===== config.mk =====
export PLATFORM = sky130hd
export DESIGN_NAME = fpmd_div_cell
export DESIGN_NICKNAME = d
export VERILOG_FILES = /design/src/rtl/core/fpmd_pkg.sv /design/src/rtl/core/fpmd_div_cell.sv
export SDC_FILE = /design/constraint.sdc
export NUM_CORES = 1
export LEC_CHECK = 0
export BUFFER_PORTS_ARGS = -buffer_cell sky130_fd_sc_hd__buf_2
export CAP_MARGIN = 40
export CELL_PAD_IN_SITES_DETAIL_PLACEMENT = 0
export CELL_PAD_IN_SITES_GLOBAL_PLACEMENT = 1
export CORE_MARGIN = 1.5
export CORE_UTILIZATION = 25
export DETAILED_ROUTE_END_ITERATION = 8
export GPL_TIMING_DRIVEN = 0
export PLACE_DENSITY_LB_ADDON = 0.3
export SETUP_SLACK_MARGIN = 0.15
export SYNTH_ARGS = -nofsm -noshare
export SYNTH_HDL_FRONTEND = slang
export SYNTH_SLANG_ARGS = --single-unit

===== constraint.sdc =====
create_clock -name i_clk -period 3.5 [get_ports i_clk]
set_input_delay 0.175 -clock i_clk [delete_from_list [all_inputs] [get_ports i_clk]]
set_output_delay 0.175 -clock i_clk [all_outputs]
set_load 0.03 [all_outputs]

===== src/rtl/core/fpmd_pkg.sv =====
// ----------------------------------------------------------------------------
// fpmd_pkg
// Shared commands, constants and the sideband carried along the divide chain.
// ----------------------------------------------------------------------------
package fpmd_pkg;

    localparam logic [2:0] CMD_MULDIV = 3'd0;
    localparam logic [2:0] CMD_FRAC16 = 3'd1;
    localparam logic [2:0] CMD_FRAC32 = 3'd2;
    localparam logic [2:0] CMD_DIV16  = 3'd3;
    localparam logic [2:0] CMD_PCT16  = 3'd4;
    localparam logic [2:0] CMD_PCT32  = 3'd5;

    localparam logic [31:0] SAT_MAX   = 32'h7FFF_FFFF;
    localparam logic [15:0] FULL16    = 16'hFFFF;
    localparam logic [47:0] HALF_BIAS = 48'h8000;
    localparam int          DIV_STEPS = 32;

    // control and side results that ride with a word through the cells
    typedef struct packed {
        logic [2:0]  cmd;
        logic        neg;     // muldiv: result is negated
        logic        sat;     // muldiv: saturate before sign
        logic        fixed;   // div16/pct: result is a constant
        logic [15:0] fix_val;
        logic [31:0] direct;  // frac16/frac32 result
    } t_side;

endpackage


===== src/rtl/core/fpmd_div_cell.sv =====
// ----------------------------------------------------------------------------
// fpmd_div_cell
// One restoring divide step: shifts the 64-bit remainder/quotient word left
// by one, subtracts the divisor when it fits, and passes everything on.
// ----------------------------------------------------------------------------
module fpmd_div_cell (
    input  logic                 i_clk,
    input  logic                 i_rst_n,
    input  logic                 i_en,
    input  logic                 i_vld,
    input  logic [63:0]          i_acc,
    input  logic [31:0]          i_dvs,
    input  fpmd_pkg::t_side      i_side,
    output logic                 o_vld,
    output logic [63:0]          o_acc,
    output logic [31:0]          o_dvs,
    output fpmd_pkg::t_side      o_side
);
    import fpmd_pkg::*;

    logic        r_vld;
    logic [63:0] r_acc;
    logic [31:0] r_dvs;
    t_side       r_side;
    logic [63:0] n_acc;
    logic [32:0] w_trial;
    logic [32:0] w_diff;
    logic        w_ge;

    // trial subtract of the divisor from the shifted partial remainder
    always_comb begin
        w_trial = {i_acc[63:32], i_acc[31]};
        w_diff  = w_trial - {1'b0, i_dvs};
        w_ge    = (w_trial >= {1'b0, i_dvs});
        n_acc   = {(w_ge ? w_diff[31:0] : w_trial[31:0]), i_acc[30:0], w_ge};
    end

    always_ff @(posedge i_clk) begin
        if (!i_rst_n) begin
            r_vld <= 1'b0;
        end else if (i_en) begin
            r_vld <= i_vld;
        end
    end

    always_ff @(posedge i_clk) begin
        if (i_en) begin
            r_acc  <= n_acc;
            r_dvs  <= i_dvs;
            r_side <= i_side;
        end
    end

    assign o_vld  = r_vld;
    assign o_acc  = r_acc;
    assign o_dvs  = r_dvs;
    assign o_side = r_side;

endmodule

==> flow_summary.yaml <==
synth:
  syn_nets: 683
  synthArstFlopShare: 0
  ys_ff_latch: 151
  syn_avg_cell_area_um2: 13.60
  synthCells: 496
  yosysTopAreaCellShare: 0.6675
  yosysWarnings: 0
  synth.cell_area_um2: 6748
  ys_seq_area_frac: 0.6705
  ys.flop_type: "edfxtp_1"
  synth_most_common_cell: "edfxtp_1"
  synth_edf_count: 150
  synthTopCellsByCount: "150 x edfxtp_1, 54 x a21oi_1, 38 x inv_1"
  synth_area_leaders: "edfxtp_1 67%, ha_1 5.9%, a21oi_1 4.0%"
  ys_types: 48
  netlist.top_cell.by_area: "edfxtp_1"
routing:
  drt_iter0_markers: 247
  via_count: 5582
  drt_wl_total_mm: 22.46
  wl_per_cell_um: 17.38
  ant_nets: 0
  vias_per_cell: 4.320
  first_pass_iters: 6
  drc: 0
clocking:
  root_buffer: "clkbuf_16"
  cts_tree: "built"
  clk_pin_slew_worst_paths_ns: 0.07
  cts-htree-levels: 4
  clkSinkCount: 151
  clock_latency_ns: 0.42
  cts_buffers: 17
  cts_buffer_depth: 2
worst_setup_path:
  cp_max_fo: 7
  cp_slowest_cell: "or4_4"
  critPathBufInv: 5
  endpoint_kind: "flip-flop"
  regToRegSetupSlack_ns: 2.91
  critical_path.top_delay_family: "buffers and inverters"
  setup.worst_path.start_class: "input pin"
  worstPathCellList: "dlygate4sd3_1 > buf_2 > inv_1 > ha_1 > buf_6 > nand2_2 > or4_4 > a21oi_2 > nor3_2 > a211oi_2 > o21ai_4 > o31ai_4 > buf_4 > mux2_1"
  arrival_ns: 3.39
  max_stage_delay_ns: 0.53
  required_ns: 3.68
  criticalPathCategory: "in -> reg"
pwr:
  pwr-share-seq: 0.413
  p_leak_nw: 4.623
  p_int_mw: 3.640
  vdd_drop_max_uv: 252.0
  p_clk_frac: 0.351
  powerDensity_nw_per_um2: 508.2
  pwr-share-comb: 0.236
  switching_share: 0.3264
  p_switching_mw: 1.764
global_routing:
  grt_pass1_wl_mm: 33.30
  grt_max_degree: 85
  first_global_vias: 5728
  antenna_found_initial: 2
  gr-usage-all-layers: 0.1584
  grt_overflow: 0
placement:
  placed_cell_area_um2: 8722
  numPortBuffers: 304
  dp_hpwl_mm: 16.10
  gp_congestion: 0.7813
sta:
  slew_violations: 0
  period_minus_slack_ns: 3.211
  rsz0062_at_grt: "no"
  worst_pin_slew_ns: 0.8317
  finalSetupViolCount: 0
  hold_viol_final: 0
  fmaxAchievable_mhz: 311.5
  timing.slew.headroom: 0.4455
  timing.final.crit_share: 0.9174
  fin_worst_skew_ns: 0
  timing.hold.ws_ns: 0.02773
floorplan:
  die_h_um: 167.3
  dieArea_um2: 27990
  fp.dieW_um: 167.3
  initial_core_util: 0.2568
  rows: 59
  coreArea_um2: 26280
  num_io_pins: 305
cells_and_area:
  drive_gt1_frac: 0.3933
  final_area_um2: 10640
  syn_to_final_growth_pct: 57.61
  nets: 1130
status:
  status: "complete, no violations"
worst_hold_path:
  worstHoldPathType: "in -> reg"
run:
  cap_violations: 0
==> cells by family (layout without fill, tap and decap cells) <==
logic type,count (synthesis),in the layout,share of synthesized area
buf+inv,55,515,0.03393
fa+ha+maj,33,33,0.06230
simple gates,99,99,0.06805
mux,13,13,0.02114
other cells,0,1,0
flops,151,151,0.6705
xor+xnor,27,27,0.03504
compound gates,118,118,0.1090
==> stage by stage <==
| stage | setup slack (ns) | util | std cells | setup TNS (ns) | total power, mW |
|---|---|---|---|---|---|
| floorplan | 0.5543 | - | 496 | 0 | 2.999 |
| global placement | -0.3579 | 0.3306 | 1135 | -7.905 | 3.418 |
| detailed placement | -0.3515 | 0.3319 | 1136 | -7.849 | 3.419 |
| CTS | 0.1712 | 0.4003 | 1288 | 0 | 5.465 |
| global route | 0.1535 | 0.4046 | 1291 | 0 | 5.653 |
| finish | 0.2893 | 0.4047 | 1292 | 0 | 5.404 |
==> power by group through the flow <==
stage	sequential (mW)	combinational, mW	clock [mW]
5_1_grt	2.25	1.38	2.03
6_report	2.23	1.28	1.89
3_5_place_dp	2.27	1.15	0
2_1_floorplan	2.64	0.358	0
3_3_place_gp	2.28	1.14	0
4_1_cts	2.23	1.26	1.97
==> registers in the layout, summed over array words and instances (netlist names) <==
signal  flops
o_acc      64
o_side     54
o_dvs      32
o_vld       1
==> tightest hold or removal path, cell delays in order <==
cell	delay, ns
buf_2	0.08
mux2i_1	0.06
nor2b_1	0.10
==> cell usage in the layout, fill, tap and decap left out, types with 3 or more instances in the layout <==
cell type	synthesis	final
nand2b_1	4	4
nor2_1	36	36
a21o_1	12	12
xnor2_1	16	16
nand3_1	8	8
nand2_1	27	26
nor4_1	4	4
dlygate4sd3_1	0	118
a21oi_2	0	4
buf_4	3	8
inv_8	0	6
nor2b_1	3	3
ha_1	32	30
a211oi_1	3	3
xor2_1	11	11
clkbuf_1	5	5
mux2_2	6	7
mux2i_1	3	3
o211ai_1	4	4
a31oi_1	5	5
buf_2	8	308
clkbuf_16	0	17
edfxtp_1	150	150
o21a_1	6	6
o21ai_0	16	16
inv_1	38	38
a21oi_1	54	50
mux2_1	4	3
nand4_1	7	7
clkinv_8	0	3
buf_6	0	5
o21bai_1	3	3
==> layer usage <==
layer  global-route usage  wire length, um  up-vias
met5                    0               28        -
met4              0.03878              221        4
met3              0.04656             1448       21
met2               0.2803            11220      192
met1               0.1880             9539     2613
li1                     -                -     2752
==> path summary, 6_finish.rpt <==
| kind | startpoint | endpoint | depth (start not counted) |
|---|---|---|---|
| setup / recovery | i_dvs[10] | o_acc[55] | 14 |
| hold / removal | i_vld | o_vld | 3 |
| setup reg to reg | o_vld | o_vld | 2 |
| hold reg to reg | o_vld | o_vld | 2 |
==> timing repair <==
action / 4_1_cts / 5_1_grt
resized for setup: 0 / 27
setup buffers: 2 / 2
endpoints found under the setup margin: 8 / 32
endpoints found under the hold margin: 118 / 0
pin swaps: 1 / 3
cloned: 0 / 1
hold buffers: 118 / 0
==> area by class of cell <==
type | count | area (um^2)
Fill cell | 2551 | 15650
Tap cell | 335 | 419.2
Sequential cell | 151 | 4524
Timing Repair Buffer | 428 | 2778
Clock inverter | 15 | 175.2
Antenna cell | 1 | 2.502
Clock buffer | 17 | 425.4
Multi-Input combinational cell | 290 | 2061
Buffer | 17 | 107.6
Inverter | 38 | 142.6
Note: power is estimated with default switching activity, not from simulation.
